## src/rtl/tcct_pkg.sv

```systemverilog
// ----------------------------------------------------------------------------
// tcct_pkg: shared types and constants of the thermal charge-current throttle
// Field widths, configuration register indexes, reset values and the
// running-sum width helper used by the pipeline stages.
// ----------------------------------------------------------------------------
package tcct_pkg;

  localparam int NUM_SENSORS   = 3;
  localparam int KELVIN_W      = 9;
  localparam int TEMP_W        = 10;
  localparam int MA_W          = 16;
  localparam int LEVEL_W       = 3;
  localparam int CNT_W         = 8;
  localparam int CFG_IDX_W     = 3;
  localparam int CFG_DATA_W    = 64;
  localparam int KELVIN_OFFSET = 273;
  localparam int NUM_LEVELS    = 4;

  // Sensor lanes in the history word and the sum vector.
  localparam int SENSOR_CHARGER = 0;
  localparam int SENSOR_SUPPLY  = 1;
  localparam int SENSOR_AMBIENT = 2;

  // Configuration reset values.
  localparam logic [TEMP_W-1:0]     RST_CHARGER_THRESHOLD = TEMP_W'(200);
  localparam logic [CNT_W-1:0]      RST_KEEP_TIME         = CNT_W'(5);
  localparam logic [TEMP_W-1:0]     RST_AMBIENT_THRESHOLD = TEMP_W'(55);
  localparam logic [TEMP_W-1:0]     RST_CHOKE_TRIGGER     = TEMP_W'(60);
  localparam logic [TEMP_W-1:0]     RST_CHOKE_RELEASE     = TEMP_W'(55);
  // 3600 / 3000 / 2400 / 1600 mA for levels 1 to 4, level 1 in the low half-word.
  localparam logic [CFG_DATA_W-1:0] RST_LIMIT_TABLE       = 64'h0640_0960_0BB8_0E10;

  typedef enum logic [CFG_IDX_W-1:0] {
    CFG_CHARGER_THRESHOLD = 3'd0,
    CFG_KEEP_TIME         = 3'd1,
    CFG_AMBIENT_THRESHOLD = 3'd2,
    CFG_CHOKE_TRIGGER     = 3'd3,
    CFG_CHOKE_RELEASE     = 3'd4,
    CFG_LIMIT_TABLE       = 3'd5
  } cfg_reg_e;

  typedef enum logic {
    REQ_TICK   = 1'b0,
    REQ_CHARGE = 1'b1
  } req_type_e;

  // Non-temperature part of an item, carried down the pipeline.
  typedef struct packed {
    req_type_e         req_type;
    logic              discharging;
    logic              chipset_on;
    logic [MA_W-1:0]   requested_ma;
    logic              battery_responsive;
  } tcct_item_t;

  // Temperatures are two's complement, compare through $signed.
  typedef struct packed {
    logic [TEMP_W-1:0]     charger_threshold;
    logic [CNT_W-1:0]      keep_time;
    logic [TEMP_W-1:0]     ambient_threshold;
    logic [TEMP_W-1:0]     choke_trigger;
    logic [TEMP_W-1:0]     choke_release;
    logic [CFG_DATA_W-1:0] limit_table;
  } tcct_cfg_t;

  // Signed width of a running sum over a window of the given depth.
  function automatic int sum_width(input int window);
    return $clog2(window * KELVIN_OFFSET + 1) + 1;
  endfunction

endpackage

```

## src/rtl/tcct_ram.sv

```systemverilog
// ----------------------------------------------------------------------------
// tcct_ram: generic single-port-write, single-port-read RAM
// One write and one registered read per cycle; a read of the address being
// written returns the old contents.
// ----------------------------------------------------------------------------
module tcct_ram #(
  parameter int WIDTH = 8,
  parameter int DEPTH = 16,
  parameter int ADDR_W = (DEPTH > 1) ? $clog2(DEPTH) : 1
) (
  input  logic              clk_i,
  input  logic              we_i,
  input  logic [ADDR_W-1:0] waddr_i,
  input  logic [WIDTH-1:0]  wdata_i,
  input  logic              re_i,
  input  logic [ADDR_W-1:0] raddr_i,
  output logic [WIDTH-1:0]  rdata_o
);

  logic [WIDTH-1:0] mem_q [DEPTH];
  logic [WIDTH-1:0] rdata_q;

  always_ff @(posedge clk_i) begin
    if (re_i) begin
      rdata_q <= mem_q[raddr_i];
    end
    if (we_i) begin
      mem_q[waddr_i] <= wdata_i;
    end
  end

  assign rdata_o = rdata_q;

endmodule

```

## src/rtl/tcct_window.sv

```systemverilog
// ----------------------------------------------------------------------------
// tcct_window: history ring and running sums
// On each tick, reads the oldest sample of each sensor from the history RAM,
// replaces it with the new one and updates the three running sums.
// ----------------------------------------------------------------------------
module tcct_window
  import tcct_pkg::*;
#(
  parameter int WINDOW = 60,
  parameter int SUM_W  = sum_width(WINDOW)
) (
  input  logic                                 clk_i,
  input  logic                                 rst_ni,
  input  logic                                 in_valid_i,
  output logic                                 in_ready_o,
  input  tcct_item_t                           item_i,
  input  logic [NUM_SENSORS-1:0][KELVIN_W-1:0] kelvin_i,
  output logic                                 out_valid_o,
  input  logic                                 out_ready_i,
  output tcct_item_t                           item_o,
  output logic [NUM_SENSORS-1:0][SUM_W-1:0]    sums_o
);

  localparam int IDX_W = (WINDOW > 1) ? $clog2(WINDOW) : 1;
  localparam logic [IDX_W-1:0] LAST_IDX = IDX_W'(WINDOW - 1);

  logic                                 s1_valid_q;
  tcct_item_t                           s1_item_q;
  logic [NUM_SENSORS-1:0][TEMP_W-1:0]   s1_cel_q;
  logic [IDX_W-1:0]                     s1_addr_q;
  logic                                 s1_hit_q;
  logic                                 s1_fwd_q;
  logic [NUM_SENSORS-1:0][TEMP_W-1:0]   fwd_data_q;
  logic [IDX_W-1:0]                     idx_q;
  logic [WINDOW-1:0]                    hist_vld_q;
  logic                                 out_valid_q;
  tcct_item_t                           out_item_q;
  logic [NUM_SENSORS-1:0][SUM_W-1:0]    sum_q;
  logic [NUM_SENSORS-1:0][SUM_W-1:0]    sum_d;
  logic [NUM_SENSORS-1:0][TEMP_W-1:0]   cel_in;
  logic [NUM_SENSORS-1:0][TEMP_W-1:0]   old_cel;
  logic [NUM_SENSORS-1:0][TEMP_W-1:0]   ram_rdata;
  logic                                 s1_tick;
  logic                                 advance;
  logic                                 accept;
  logic                                 rd_en;
  logic                                 wr_en;

  assign s1_tick    = (s1_item_q.req_type == REQ_TICK);
  assign advance    = s1_valid_q && (!out_valid_q || out_ready_i);
  assign in_ready_o = !s1_valid_q || advance;
  assign accept     = in_valid_i && in_ready_o;
  assign rd_en      = accept && (item_i.req_type == REQ_TICK);
  assign wr_en      = advance && s1_tick;

  always_comb begin
    for (int s = 0; s < NUM_SENSORS; s++) begin
      cel_in[s] = TEMP_W'(kelvin_i[s]) - TEMP_W'(KELVIN_OFFSET);
    end
  end

  // Never-written entries read as zero; a write to the entry being read in
  // the same cycle is taken from the forward register.
  assign old_cel = s1_fwd_q ? fwd_data_q : (s1_hit_q ? ram_rdata : '0);

  always_comb begin
    for (int s = 0; s < NUM_SENSORS; s++) begin
      sum_d[s] = sum_q[s] + SUM_W'($signed(s1_cel_q[s]))
               - SUM_W'($signed(old_cel[s]));
    end
  end

  tcct_ram #(
    .WIDTH (NUM_SENSORS * TEMP_W),
    .DEPTH (WINDOW),
    .ADDR_W(IDX_W)
  ) u_hist_ram (
    .clk_i  (clk_i),
    .we_i   (wr_en),
    .waddr_i(s1_addr_q),
    .wdata_i(s1_cel_q),
    .re_i   (rd_en),
    .raddr_i(idx_q),
    .rdata_o(ram_rdata)
  );

  always_ff @(posedge clk_i or negedge rst_ni) begin
    if (!rst_ni) begin
      s1_valid_q  <= 1'b0;
      out_valid_q <= 1'b0;
      idx_q       <= '0;
      hist_vld_q  <= '0;
      sum_q       <= '0;
    end else begin
      if (accept) begin
        s1_valid_q <= 1'b1;
      end else if (advance) begin
        s1_valid_q <= 1'b0;
      end
      if (advance) begin
        out_valid_q <= 1'b1;
      end else if (out_ready_i) begin
        out_valid_q <= 1'b0;
      end
      if (rd_en) begin
        idx_q <= (idx_q == LAST_IDX) ? '0 : idx_q + 1'b1;
      end
      if (wr_en) begin
        hist_vld_q[s1_addr_q] <= 1'b1;
        sum_q                 <= sum_d;
      end
    end
  end

  always_ff @(posedge clk_i) begin
    if (accept) begin
      s1_item_q  <= item_i;
      s1_cel_q   <= cel_in;
      s1_addr_q  <= idx_q;
      s1_hit_q   <= hist_vld_q[idx_q];
      s1_fwd_q   <= wr_en && (s1_addr_q == idx_q);
      fwd_data_q <= s1_cel_q;
    end
    if (advance) begin
      out_item_q <= s1_item_q;
    end
  end

  assign out_valid_o = out_valid_q;
  assign item_o      = out_item_q;
  // The sums change only when a tick enters this output register.
  assign sums_o      = sum_q;

endmodule

```

## src/rtl/tcct_avg.sv

```systemverilog
// ----------------------------------------------------------------------------
// tcct_avg: windowed averages
// Divides each running sum by the window depth, truncating toward zero,
// by an exact reciprocal multiply on the magnitude.
// ----------------------------------------------------------------------------
module tcct_avg
  import tcct_pkg::*;
#(
  parameter int WINDOW = 60,
  parameter int SUM_W  = sum_width(WINDOW)
) (
  input  logic                               clk_i,
  input  logic                               rst_ni,
  input  logic                               in_valid_i,
  output logic                               in_ready_o,
  input  tcct_item_t                         item_i,
  input  logic [NUM_SENSORS-1:0][SUM_W-1:0]  sums_i,
  output logic                               out_valid_o,
  input  logic                               out_ready_i,
  output tcct_item_t                         item_o,
  output logic [NUM_SENSORS-1:0][TEMP_W-1:0] avgs_o
);

  localparam int MAG_W   = SUM_W - 1;
  localparam int SHIFT   = MAG_W + $clog2(WINDOW);
  localparam int RECIP_W = SHIFT + 1;
  localparam int PROD_W  = MAG_W + RECIP_W;
  localparam int QUO_W   = TEMP_W - 1;
  localparam logic [RECIP_W-1:0] RECIP = RECIP_W'((2 ** SHIFT + WINDOW - 1) / WINDOW);

  logic                               valid_q;
  tcct_item_t                         item_q;
  logic [NUM_SENSORS-1:0][TEMP_W-1:0] avg_q;
  logic [NUM_SENSORS-1:0][TEMP_W-1:0] avg_d;
  logic [SUM_W-1:0]                   neg_sum;
  logic [MAG_W-1:0]                   mag;
  logic [PROD_W-1:0]                  prod;
  logic [QUO_W-1:0]                   quo;
  logic                               neg;
  logic                               accept;

  assign in_ready_o = !valid_q || out_ready_i;
  assign accept     = in_valid_i && in_ready_o;

  always_comb begin
    neg_sum = '0;
    mag     = '0;
    prod    = '0;
    quo     = '0;
    neg     = 1'b0;
    for (int s = 0; s < NUM_SENSORS; s++) begin
      neg      = sums_i[s][SUM_W-1];
      neg_sum  = -sums_i[s];
      mag      = neg ? neg_sum[MAG_W-1:0] : sums_i[s][MAG_W-1:0];
      prod     = PROD_W'(mag) * PROD_W'(RECIP);
      quo      = prod[SHIFT +: QUO_W];
      avg_d[s] = neg ? -TEMP_W'(quo) : TEMP_W'(quo);
    end
  end

  always_ff @(posedge clk_i or negedge rst_ni) begin
    if (!rst_ni) begin
      valid_q <= 1'b0;
    end else if (accept) begin
      valid_q <= 1'b1;
    end else if (out_ready_i) begin
      valid_q <= 1'b0;
    end
  end

  always_ff @(posedge clk_i) begin
    if (accept) begin
      item_q <= item_i;
      avg_q  <= avg_d;
    end
  end

  assign out_valid_o = valid_q;
  assign item_o      = item_q;
  assign avgs_o      = avg_q;

endmodule

```

## src/rtl/tcct_policy.sv

```systemverilog
// ----------------------------------------------------------------------------
// tcct_policy: throttle level, USB-A enable and current clamp
// Applies the dwell-qualified level and USB-A rules on ticks, clamps charge
// requests, and holds the result register.
// ----------------------------------------------------------------------------
module tcct_policy
  import tcct_pkg::*;
(
  input  logic                               clk_i,
  input  logic                               rst_ni,
  input  tcct_cfg_t                          cfg_i,
  input  logic                               in_valid_i,
  output logic                               in_ready_o,
  input  tcct_item_t                         item_i,
  input  logic [NUM_SENSORS-1:0][TEMP_W-1:0] avgs_i,
  output logic                               out_valid_o,
  input  logic                               out_ready_i,
  output logic [LEVEL_W-1:0]                 throttle_level_o,
  output logic                               usba_enabled_o,
  output logic [NUM_SENSORS-1:0][TEMP_W-1:0] avgs_o,
  output logic [MA_W-1:0]                    granted_ma_o
);

  typedef struct packed {
    logic             fire;
    logic [CNT_W-1:0] cnt;
  } dwell_t;

  function automatic dwell_t dwell(input logic [CNT_W-1:0] cnt,
                                   input logic [CNT_W-1:0] keep);
    dwell_t r;
    r.fire = (cnt >= keep);
    r.cnt  = r.fire ? '0 : cnt + 1'b1;
    return r;
  endfunction

  localparam logic [LEVEL_W-1:0] MAX_LEVEL = LEVEL_W'(NUM_LEVELS);

  logic [LEVEL_W-1:0]                 level_q, level_d;
  logic [CNT_W-1:0]                   lvl_up_q, lvl_up_d;
  logic [CNT_W-1:0]                   lvl_dn_q, lvl_dn_d;
  logic [CNT_W-1:0]                   usb_up_q, usb_up_d;
  logic [CNT_W-1:0]                   usb_dn_q, usb_dn_d;
  logic                               usba_q, usba_d;
  logic [NUM_SENSORS-1:0][TEMP_W-1:0] avg_q, avg_d;
  logic                               valid_q;
  logic [MA_W-1:0]                    granted_q, granted_d;
  logic [MA_W-1:0]                    limit;
  logic                               tick;
  logic                               accept;
  logic signed [TEMP_W-1:0]           chg_avg;
  logic signed [TEMP_W-1:0]           amb_avg;
  dwell_t                             dw;

  assign in_ready_o = !valid_q || out_ready_i;
  assign accept     = in_valid_i && in_ready_o;
  assign tick       = (item_i.req_type == REQ_TICK);
  assign chg_avg    = $signed(avgs_i[SENSOR_CHARGER]);
  assign amb_avg    = $signed(avgs_i[SENSOR_AMBIENT]);

  always_comb begin
    level_d  = level_q;
    lvl_up_d = lvl_up_q;
    lvl_dn_d = lvl_dn_q;
    usb_up_d = usb_up_q;
    usb_dn_d = usb_dn_q;
    usba_d   = usba_q;
    avg_d    = avg_q;
    dw       = '0;
    if (tick) begin
      avg_d = avgs_i;
      // Throttle level.
      if (item_i.discharging) begin
        level_d  = '0;
        lvl_up_d = '0;
        lvl_dn_d = '0;
      end else if (chg_avg >= $signed(cfg_i.charger_threshold)) begin
        lvl_dn_d = '0;
        dw       = dwell(lvl_up_q, cfg_i.keep_time);
        lvl_up_d = dw.cnt;
        if (dw.fire && level_q < MAX_LEVEL) begin
          level_d = level_q + 1'b1;
        end
      end else if (level_q != '0) begin
        lvl_up_d = '0;
        dw       = dwell(lvl_dn_q, cfg_i.keep_time);
        lvl_dn_d = dw.cnt;
        if (dw.fire) begin
          level_d = level_q - 1'b1;
        end
      end else begin
        lvl_up_d = '0;
        lvl_dn_d = '0;
      end
      // USB-A enable; release is tested before trigger.
      if (!item_i.chipset_on || amb_avg >= $signed(cfg_i.ambient_threshold)) begin
        usb_up_d = '0;
        usb_dn_d = '0;
        usba_d   = 1'b1;
      end else if (chg_avg < $signed(cfg_i.choke_release)) begin
        usb_up_d = '0;
        dw       = dwell(usb_dn_q, cfg_i.keep_time);
        usb_dn_d = dw.cnt;
        if (dw.fire) begin
          usba_d = 1'b1;
        end
      end else if (chg_avg >= $signed(cfg_i.choke_trigger)) begin
        usb_dn_d = '0;
        dw       = dwell(usb_up_q, cfg_i.keep_time);
        usb_up_d = dw.cnt;
        if (dw.fire) begin
          usba_d = 1'b0;
        end
      end else begin
        usb_up_d = '0;
        usb_dn_d = '0;
      end
    end
  end

  always_comb begin
    unique case (level_q)
      3'd1:    limit = cfg_i.limit_table[15:0];
      3'd2:    limit = cfg_i.limit_table[31:16];
      3'd3:    limit = cfg_i.limit_table[47:32];
      3'd4:    limit = cfg_i.limit_table[63:48];
      default: limit = '1;
    endcase
    granted_d = '0;
    if (!tick) begin
      granted_d = item_i.requested_ma;
      if (item_i.battery_responsive && level_q != '0 && item_i.requested_ma > limit) begin
        granted_d = limit;
      end
    end
  end

  always_ff @(posedge clk_i or negedge rst_ni) begin
    if (!rst_ni) begin
      valid_q  <= 1'b0;
      level_q  <= '0;
      lvl_up_q <= '0;
      lvl_dn_q <= '0;
      usb_up_q <= '0;
      usb_dn_q <= '0;
      usba_q   <= 1'b1;
      avg_q    <= '0;
    end else begin
      if (accept) begin
        valid_q  <= 1'b1;
        level_q  <= level_d;
        lvl_up_q <= lvl_up_d;
        lvl_dn_q <= lvl_dn_d;
        usb_up_q <= usb_up_d;
        usb_dn_q <= usb_dn_d;
        usba_q   <= usba_d;
        avg_q    <= avg_d;
      end else if (out_ready_i) begin
        valid_q <= 1'b0;
      end
    end
  end

  always_ff @(posedge clk_i) begin
    if (accept) begin
      granted_q <= granted_d;
    end
  end

  assign out_valid_o      = valid_q;
  assign throttle_level_o = level_q;
  assign usba_enabled_o   = usba_q;
  assign avgs_o           = avg_q;
  assign granted_ma_o     = granted_q;

endmodule

```

## src/rtl/thermal_charge_current_throttle.sv

```systemverilog
// ----------------------------------------------------------------------------
// thermal_charge_current_throttle: thermal charge-current throttle
// Windowed temperature averages, throttle level, USB-A enable and current
// clamp behind valid/ready channels and a plain register write port.
// ----------------------------------------------------------------------------
// Usage:
//   Input channel: one transfer per item. A tick (req_type 0) brings three
//   Kelvin samples plus the discharging and chipset_on flags; a charge
//   request (req_type 1) brings requested_ma and battery_responsive.
//   Output channel: exactly one result transfer per item, in order, showing
//   the level, USB-A enable and averages after the item; granted_ma is the
//   clamped current on requests and 0 on ticks.
//   Order: each item passes the history read, sum update, reciprocal
//   multiply and policy/result registers in turn; a stall holds it in place.
//   Throughput: one item per cycle unless stalled. The only shared resource
//   is the history RAM, read once when a tick is taken and written once when
//   it leaves the read stage; a write to the entry being read is forwarded.
//   Stall: when out_ready_i is low each stage holds its item; upstream stages
//   keep filling empty slots, so up to four items are in flight before
//   in_ready_o drops.
//   Reset: averages, sums, level, dwell counters clear and USB-A is enabled;
//   per-entry valid bits make the whole history read as zero, so no clearing
//   pass is needed. Configuration returns to its defaults. Write registers
//   only while no item is in flight.
// ----------------------------------------------------------------------------
module thermal_charge_current_throttle
  import tcct_pkg::*;
#(
  parameter int WINDOW = 60
) (
  input  logic                  clk_i,
  input  logic                  rst_ni,
  // Item input
  input  logic                  in_valid_i,
  output logic                  in_ready_o,
  input  logic                  req_type_i,
  input  logic [KELVIN_W-1:0]   charger_kelvin_i,
  input  logic [KELVIN_W-1:0]   supply_kelvin_i,
  input  logic [KELVIN_W-1:0]   ambient_kelvin_i,
  input  logic                  discharging_i,
  input  logic                  chipset_on_i,
  input  logic [MA_W-1:0]       requested_ma_i,
  input  logic                  battery_responsive_i,
  // Result output
  output logic                  out_valid_o,
  input  logic                  out_ready_i,
  output logic [LEVEL_W-1:0]    throttle_level_o,
  output logic                  usba_enabled_o,
  output logic [TEMP_W-1:0]     charger_avg_c_o,
  output logic [TEMP_W-1:0]     supply_avg_c_o,
  output logic [TEMP_W-1:0]     ambient_avg_c_o,
  output logic [MA_W-1:0]       granted_ma_o,
  // Register writes
  input  logic                  cfg_we_i,
  input  logic [CFG_IDX_W-1:0]  cfg_index_i,
  input  logic [CFG_DATA_W-1:0] cfg_data_i
);

  localparam int SUM_W = sum_width(WINDOW);

  tcct_cfg_t                          cfg_q;
  tcct_item_t                         in_item;
  logic [NUM_SENSORS-1:0][KELVIN_W-1:0] in_kelvin;

  // Window stage to average stage
  logic                               win_valid;
  logic                               win_ready;
  tcct_item_t                         win_item;
  logic [NUM_SENSORS-1:0][SUM_W-1:0]  win_sums;
  // Average stage to policy stage
  logic                               avg_valid;
  logic                               avg_ready;
  tcct_item_t                         avg_item;
  logic [NUM_SENSORS-1:0][TEMP_W-1:0] avg_vals;
  logic [NUM_SENSORS-1:0][TEMP_W-1:0] res_avgs;

  // Pack the item; sensor lanes follow the package's lane numbering.
  always_comb begin
    in_item.req_type           = req_type_e'(req_type_i);
    in_item.discharging        = discharging_i;
    in_item.chipset_on         = chipset_on_i;
    in_item.requested_ma       = requested_ma_i;
    in_item.battery_responsive = battery_responsive_i;
    in_kelvin[SENSOR_CHARGER]  = charger_kelvin_i;
    in_kelvin[SENSOR_SUPPLY]   = supply_kelvin_i;
    in_kelvin[SENSOR_AMBIENT]  = ambient_kelvin_i;
  end

  // Register file; an index past the list is dropped.
  always_ff @(posedge clk_i or negedge rst_ni) begin
    if (!rst_ni) begin
      cfg_q.charger_threshold <= RST_CHARGER_THRESHOLD;
      cfg_q.keep_time         <= RST_KEEP_TIME;
      cfg_q.ambient_threshold <= RST_AMBIENT_THRESHOLD;
      cfg_q.choke_trigger     <= RST_CHOKE_TRIGGER;
      cfg_q.choke_release     <= RST_CHOKE_RELEASE;
      cfg_q.limit_table       <= RST_LIMIT_TABLE;
    end else if (cfg_we_i) begin
      unique case (cfg_reg_e'(cfg_index_i))
        CFG_CHARGER_THRESHOLD: cfg_q.charger_threshold <= cfg_data_i[TEMP_W-1:0];
        CFG_KEEP_TIME:         cfg_q.keep_time         <= cfg_data_i[CNT_W-1:0];
        CFG_AMBIENT_THRESHOLD: cfg_q.ambient_threshold <= cfg_data_i[TEMP_W-1:0];
        CFG_CHOKE_TRIGGER:     cfg_q.choke_trigger     <= cfg_data_i[TEMP_W-1:0];
        CFG_CHOKE_RELEASE:     cfg_q.choke_release     <= cfg_data_i[TEMP_W-1:0];
        CFG_LIMIT_TABLE:       cfg_q.limit_table       <= cfg_data_i;
        default: ;
      endcase
    end
  end

  // History ring and running sums.
  tcct_window #(
    .WINDOW(WINDOW),
    .SUM_W (SUM_W)
  ) u_window (
    .clk_i      (clk_i),
    .rst_ni     (rst_ni),
    .in_valid_i (in_valid_i),
    .in_ready_o (in_ready_o),
    .item_i     (in_item),
    .kelvin_i   (in_kelvin),
    .out_valid_o(win_valid),
    .out_ready_i(win_ready),
    .item_o     (win_item),
    .sums_o     (win_sums)
  );

  // Sum / WINDOW, truncated toward zero.
  tcct_avg #(
    .WINDOW(WINDOW),
    .SUM_W (SUM_W)
  ) u_avg (
    .clk_i      (clk_i),
    .rst_ni     (rst_ni),
    .in_valid_i (win_valid),
    .in_ready_o (win_ready),
    .item_i     (win_item),
    .sums_i     (win_sums),
    .out_valid_o(avg_valid),
    .out_ready_i(avg_ready),
    .item_o     (avg_item),
    .avgs_o     (avg_vals)
  );

  // Level, USB-A and clamp; owns the result register.
  tcct_policy u_policy (
    .clk_i           (clk_i),
    .rst_ni          (rst_ni),
    .cfg_i           (cfg_q),
    .in_valid_i      (avg_valid),
    .in_ready_o      (avg_ready),
    .item_i          (avg_item),
    .avgs_i          (avg_vals),
    .out_valid_o     (out_valid_o),
    .out_ready_i     (out_ready_i),
    .throttle_level_o(throttle_level_o),
    .usba_enabled_o  (usba_enabled_o),
    .avgs_o          (res_avgs),
    .granted_ma_o    (granted_ma_o)
  );

  assign charger_avg_c_o = res_avgs[SENSOR_CHARGER];
  assign supply_avg_c_o  = res_avgs[SENSOR_SUPPLY];
  assign ambient_avg_c_o = res_avgs[SENSOR_AMBIENT];

endmodule
```

## config.mk

```make
export PLATFORM = sky130hd
export DESIGN_NAME = thermal_charge_current_throttle
export DESIGN_NICKNAME = d
export VERILOG_FILES = /design/src/rtl/tcct_pkg.sv /design/src/rtl/tcct_ram.sv /design/src/rtl/tcct_window.sv /design/src/rtl/tcct_avg.sv /design/src/rtl/tcct_policy.sv /design/src/rtl/thermal_charge_current_throttle.sv
export SDC_FILE = /design/constraint.sdc
export NUM_CORES = 2
export LEC_CHECK = 0
export BUFFER_PORTS_ARGS = -buffer_cell sky130_fd_sc_hd__buf_4
export CORE_MARGIN = 2
export CORE_UTILIZATION = 63
export DETAILED_ROUTE_END_ITERATION = 16
export GPL_TIMING_DRIVEN = 0
export PLACE_DENSITY_LB_ADDON = 0.2
export SLEW_MARGIN = 20
export SYNTH_ARGS = -nofsm -noshare
export SYNTH_HDL_FRONTEND = slang
export SYNTH_HIERARCHICAL = 1
export SYNTH_SLANG_ARGS = --single-unit
```

## constraint.sdc

```tcl
create_clock -name clk_i -period 7.33 [get_ports clk_i]
set_input_delay 1.0995 -clock clk_i [delete_from_list [all_inputs] [get_ports clk_i]]
set_output_delay 1.0995 -clock clk_i [all_outputs]
set_load 0.01 [all_outputs]
```

==> Yosys cells after proc, flatten, opt, wreduce, memory -nomap -nowiden <==
Memory sizes are Yosys's and may differ from the RTL's. A register that Yosys moved wholly into a read port is not among the register bits.
Index checks and enable logic that the tools add are counted.
{ "totals": {"reg_bits": 467, "mem_bits_rw": 1800, "in_bits": 119, "out_inout_bits": 52, "memories": 1} }
{ "classes": {"addsub": 22, "mul": 3, "order_cmp": 13, "eq_ne": 13, "mux": 49, "bitwise_logic": 4, "reduce_logical": 40} }
{ "memory_table": {"columns": ["name", "words", "width", "read_ports", "rd_ports_with_merged_regs", "write_ports", "line_no", "source"], "rows": [
  ["u_window.u_hist_ram.mem_q", 60, 30, 1, 1, 1, "tcct_ram.sv:20", "logic [WIDTH-1:0] mem_q [DEPTH];"]
]} }
{ "ops": {"columns": ["cell", "n"], "rows": [
  ["2-to-1 mux 8 bit", 14],
  ["multiplier 14 x 15 -> 29 bit, second input constant", 3],
  ["case mux 16 bit (4 select lines)", 1],
  ["2-to-1 mux 30 bit", 2],
  ["bitwise OR 60 bit", 1],
  ["adder 15 bit", 3],
  ["subtractor 15 bit", 3],
  ["2-to-1 mux 14 bit", 3],
  ["negation 14 bit", 3],
  ["adder 8 x 1 -> 8 bit, second input constant", 4],
  [">= comparator 8 bit", 4],
  [">= comparator 10 bit", 3],
  ["negation 9 -> 10 bit", 3],
  ["subtractor 9 x 9 -> 10 bit, second input constant", 3],
  ["2-to-1 mux 9 bit", 3],
  ["2-to-1 mux 1 bit", 17],
  ["greater-than comparator 16 bit", 1],
  ["2-to-1 mux 16 bit", 1],
  ["2-to-1 mux 3 bit", 5],
  ["nonzero test 3 bit", 5],
  ["less-than comparator 6 x 7 -> 1 bit, second input constant", 2],
  ["AND reduction 2 bit", 7],
  ["== test 3 x 2 -> 1 bit, second input constant", 4],
  ["logical AND 1 bit", 11],
  ["other kinds (21)", 38]
]} }

==> Longest topological paths before layout <==
{ "depth": {"ltp_word": 8, "depth_mapped": 29, "depth_no_buf": 29} }

==> Hierarchy <==
The synthesis kept the hierarchy.
{ "by_module_without_submodules": {"columns": ["mod", "n_inst", "cells_each", "area_each_um2", "seq_area_each_um2"], "rows": [
  ["tcct_ram", 1, 3073, 69578.0, 54952.7],
  ["tcct_window", 1, 929, 11579.9, 6070.8],
  ["tcct_avg", 1, 920, 9213.8, 1526.5],
  ["tcct_policy", 1, 708, 6266.0, 2158.3],
  ["thermal_charge_current_throttle", 1, 242, 4566.9, 2849.0]
]} }

==> Least setup slack after synthesis <==
OpenSTA, ideal clock, no wires.
{ "synth_path": {"kind": "register to register", "from": "register u_window.sum_q, in the netlist u_window/sums_o[15]", "to": "register u_avg.avg_q, in the netlist u_avg/avgs_o[14], data pin", "setup_ps": 276, "arrival_ps": 6344, "setup_slack_ps": 711, "path_stages_with_launch": 29, "synth_period_minus_slack_ps": 6619, "path_cell_list": "dfrtp_1 > inv_1 > ha_1 > nand2_1 > or3_1 > nand2b_1 > o21ai_0 > xor2_1 > inv_1 > ha_1 > inv_1 > fa_1 > inv_1 > fa_1 > fa_1 > fa_1 > ha_1 > a21oi_1 > nand2b_1 > o21ai_0 > o211ai_1 > or2_2 > a21oi_1 > xor2_1 > ha_1 > inv_1 > o311ai_0 > o311ai_0 > xor2_1"} }
{ "synth_lines": {"columns": ["element", "line_no", "source"], "rows": [
  ["start: declaration", "tcct_window.sv:38", "logic [NUM_SENSORS-1:0][SUM_W-1:0] sum_q;"],
  ["start signal: assignment", "tcct_window.sv:110", "sum_q <= sum_d;"],
  ["end signal: assignment", "tcct_avg.sv:74", "avg_q <= avg_d;"],
  ["end: declaration", "tcct_avg.sv:33", "logic [NUM_SENSORS-1:0][TEMP_W-1:0] avg_q;"]
]} }

==> Worst setup path in the final report <==
{ "layout_path": {"from": "register u_window.sum_q, in the netlist u_window/sums_o[33]", "to": "register u_avg.avg_q, in the netlist u_avg/avgs_o[29], data pin"} }
{ "layout_via": {"elab_chain_cells": 4} }
{ "layout_rtl": {"columns": ["element", "line_no", "source"], "rows": [
  ["negation 14 bit", "tcct_avg.sv:53", "neg_sum = -sums_i[s];"],
  ["2-to-1 mux 14 bit (*)", "tcct_avg.sv:54", "mag = neg ? neg_sum[MAG_W-1:0] : sums_i[s][MAG_W-1:0];"],
  ["multiplier 14 x 15 -> 29 bit (*)", "tcct_avg.sv:55", "prod = PROD_W'(mag) * PROD_W'(RECIP);"],
  ["negation 9 -> 10 bit (*)", "tcct_avg.sv:57", "avg_d[s] = neg ? -TEMP_W'(quo) : TEMP_W'(quo);"]
]} }
Every way passes the cells marked *; elsewhere a longest branch is shown, timed or not.
A chain may end at the register's enable or synchronous reset.

==> impl_metrics.tcl <==
set metrics [dict create \
    run_status "finished, final reports clean" \
    core_mm2 0.1600 \
    async_flop_share_pct 12.76 \
    skew_ps 63.14 \
    dp_cells 8290 \
    yosys-top-cells-area "edfxtp_1, mux4_2, dfrtp_1" \
    num-nets-final 7058 \
    dieWidth_um 404.8 \
    synthToLayoutAreaGrowth_pct 14.92 \
    finalCritPeriodShare_pct 96.02 \
    finalMaxSlewViolations 0 \
    firstDrtPassIters 6 \
    cts_made_buffers 219 \
    setup_viol 0 \
    grt_first_pass_wirelength_um 407200 \
    synthFlopType "edfxtp_1" \
    dieArea_mm2 0.1639 \
    final_hold_viol_count 0 \
    worst-setup-path-type "flip-flop to flip-flop" \
    fillerInstances 9253 \
    slew-limit-headroom_pct 19.83 \
    maxCapViolations 0 \
    ys_seq_elements 2297 \
    synth.distinct_cells 108 \
    startpoint_type "flip-flop" \
    dp_hpwl_um 189800 \
    drt_iter0_markers 8425 \
    synth.avg_cell_area_um2 17.24 \
    clk_pin_slew_ps 60 \
    io_buffers 170 \
    yosysWarnings 6 \
    drc 0 \
    synthTopCellsByCount "edfxtp_1, mux4_2, ha_1" \
    cts_root_buf "clkbuf_16" \
    worstPathRequired_ps 7860 \
    synth_edf_count 2004 \
    clock_latency_ps 860 \
    grt_overflow_total 0 \
    cts_tree "built" \
    grt_max_degree 87 \
    finalCriticalPeriod_ps 7038 \
    clock.fmax_mhz 142.1 \
    dieHeight_um 404.8 \
    drt-total-wl_um 280600 \
    synthCells 5872 \
    grt_pass1_vias 59680 \
    vias 59440 \
    crit_path_max_fanout 7 \
    seq_area_frac_synth_pct 66.75 \
    clock_path_buffers 3 \
    postRouteAntennaNets 0 \
    cts.sinks 2297 \
    initial_core_util_pct 63.25 \
    synth_top_area_share_pct 59.46 \
    r2r_start "u_window/sums_o[33]" \
    hold_path.class "input pin to async pin" \
    worstPathArrival_ps 7570 \
    wl_per_cell_um 32.20 \
    globalplace.congestion 0.9505 \
    worst_slew_pin_slew_ps 1203 \
    synth_area_mm2 0.1012 \
    fin_cells 8714 \
    netlist.top_cell.by_area "edfxtp_1" \
    grt_setup_unrepaired "no" \
    synth_fp_nets 6497 \
    rows 147 \
    layout-drive-gt1-share_pct 22.95 \
    crit_start "u_window/sums_o[33]" \
    antenna_found_initial 16 \
    track_usage_pct 34.74 \
    yosysMostFrequentCell "edfxtp_1" \
    viasPerCell 6.822 \
    worstSetupEndpointType "flip-flop" \
    h-tree-depth 4 \
    num_io_pins 171 \
]
path summary, 6_finish.rpt:
check / slack [ps] / to / depth (start not counted)
max in group asynchronous: 5860 / u_window/sums_o[24] / 3
worst min-delay path: 180 / cfg_q[29] / 1
min in group clk_i: 410 / u_policy/avgs_o[13] / 2
worst min register to register: 410 / u_policy/avgs_o[13] / 2
worst max-delay path: 290 / u_avg/avgs_o[29] / 23
worst max register to register: 290 / u_avg/avgs_o[29] / 23
metal layers:
metal / global-route usage (%) / part of all wire [%]
met5: 0 / 0.043
met4: 20.17 / 7.2
met3: 8.376 / 11
met2: 54.90 / 47
met1: 44.42 / 35
worst max-delay path, cell delays in order (launching register included):
cell and delay (ps):
dfrtp_2 500, nor4_4 310, nand2b_1 140, or4_4 460
nand2_1 130, xor2_2 210, inv_1 110, ha_1 290
inv_1 50, fa_1 500, inv_1 60, fa_1 450
fa_1 490, ha_1 310, ha_1 330, a21o_1 170
a21oi_1 210, nor2_1 100, o31a_2 350, o31a_4 380
o41a_1 510, buf_4 170, o31a_1 250, o31a_1 260
placed cells by master (no fill, tap or decap), types with 61 or more instances in the layout:
cell and count:
buf_8 81, o21ai_0 157, nand2_1 323, a22oi_1 146, dfrtp_1 249, nand3_1 63, nor2_1 98, xor2_1 61
a21o_1 65, a21oi_1 117, edfxtp_1 2004, fa_1 98, xnor2_1 84, clkbuf_1 172, clkbuf_16 221, inv_1 233
mux2i_1 72, mux4_2 439, buf_4 203, ha_1 407
registers in the layout, summed over array words and instances, names as in the netlist, 30 cells and up:
| register | flops |
|---|---|
| u_avg/avgs_o | 30 |
| cfg_q | 112 |
| u_window/hist_vld_q | 60 |
| u_window/s1_cel_q | 30 |
| u_window/sums_o | 45 |
| u_policy/avgs_o | 30 |
| u_window/u_hist_ram/mem_q | 1800 |
| u_window/u_hist_ram/rdata_o | 30 |
| u_window/fwd_data_q | 30 |
area by class of cell:
cell class / count / area [um2] / area share (%)
diodes: 5 / 12.51 / 0.01076
plain buffers: 264 / 1463 / 1.258
clock buffers: 267 / 5747 / 4.941
clock inverters: 144 / 1602 / 1.377
inverters: 237 / 894.6 / 0.7692
multi-input cells: 3074 / 31930 / 27.45
flip-flops and latches: 2297 / 67560 / 58.09
well taps: 2086 / 2610 / 2.244
repair buffers: 340 / 4482 / 3.854
kinds of logic (layout without fill, tap and decap cells):
kind of cell / Yosys count / in the layout / share of synthesized area [%]
buf+inv: 501 / 1252 / 2.311
xor+xnor: 157 / 157 / 1.381
mux: 627 / 627 / 11.99
other cells: 0 / 5 / 0
flops: 2297 / 2297 / 66.75
fa+ha+maj: 506 / 506 / 6.983
simple gates: 865 / 865 / 4.199
compound gates: 919 / 919 / 6.381
through the flow:
stage | worst slack, ps | hold WS, ps | utilization, % | TNS [ps] | cell area, um2
6_report | 291.9 | 179.8 | 72.68 | 0 | 116300
5_1_grt | 0.7949 | 178.8 | 72.68 | 0 | 116300
4_1_cts | 56.60 | 150.7 | 72.55 | 0 | 116100
3_5_place_dp | -454.6 | 404.5 | 67.93 | -1277 | 108700
3_3_place_gp | -1274 | 400.4 | 65.68 | -265760 | 105100
2_1_floorplan | 710.8 | 400.3 | - | 0 | 101200
repair_timing:
item	CTS	global route
endpoints found under the setup margin	7	11
pin swaps	1	7
resized for setup	8	33
hold buffers	0	0
cloned	0	0
buffers inserted	2	6
Power is not shown: default switching activity piles up to over one toggle a cycle in this logic, so the estimate is an artifact.
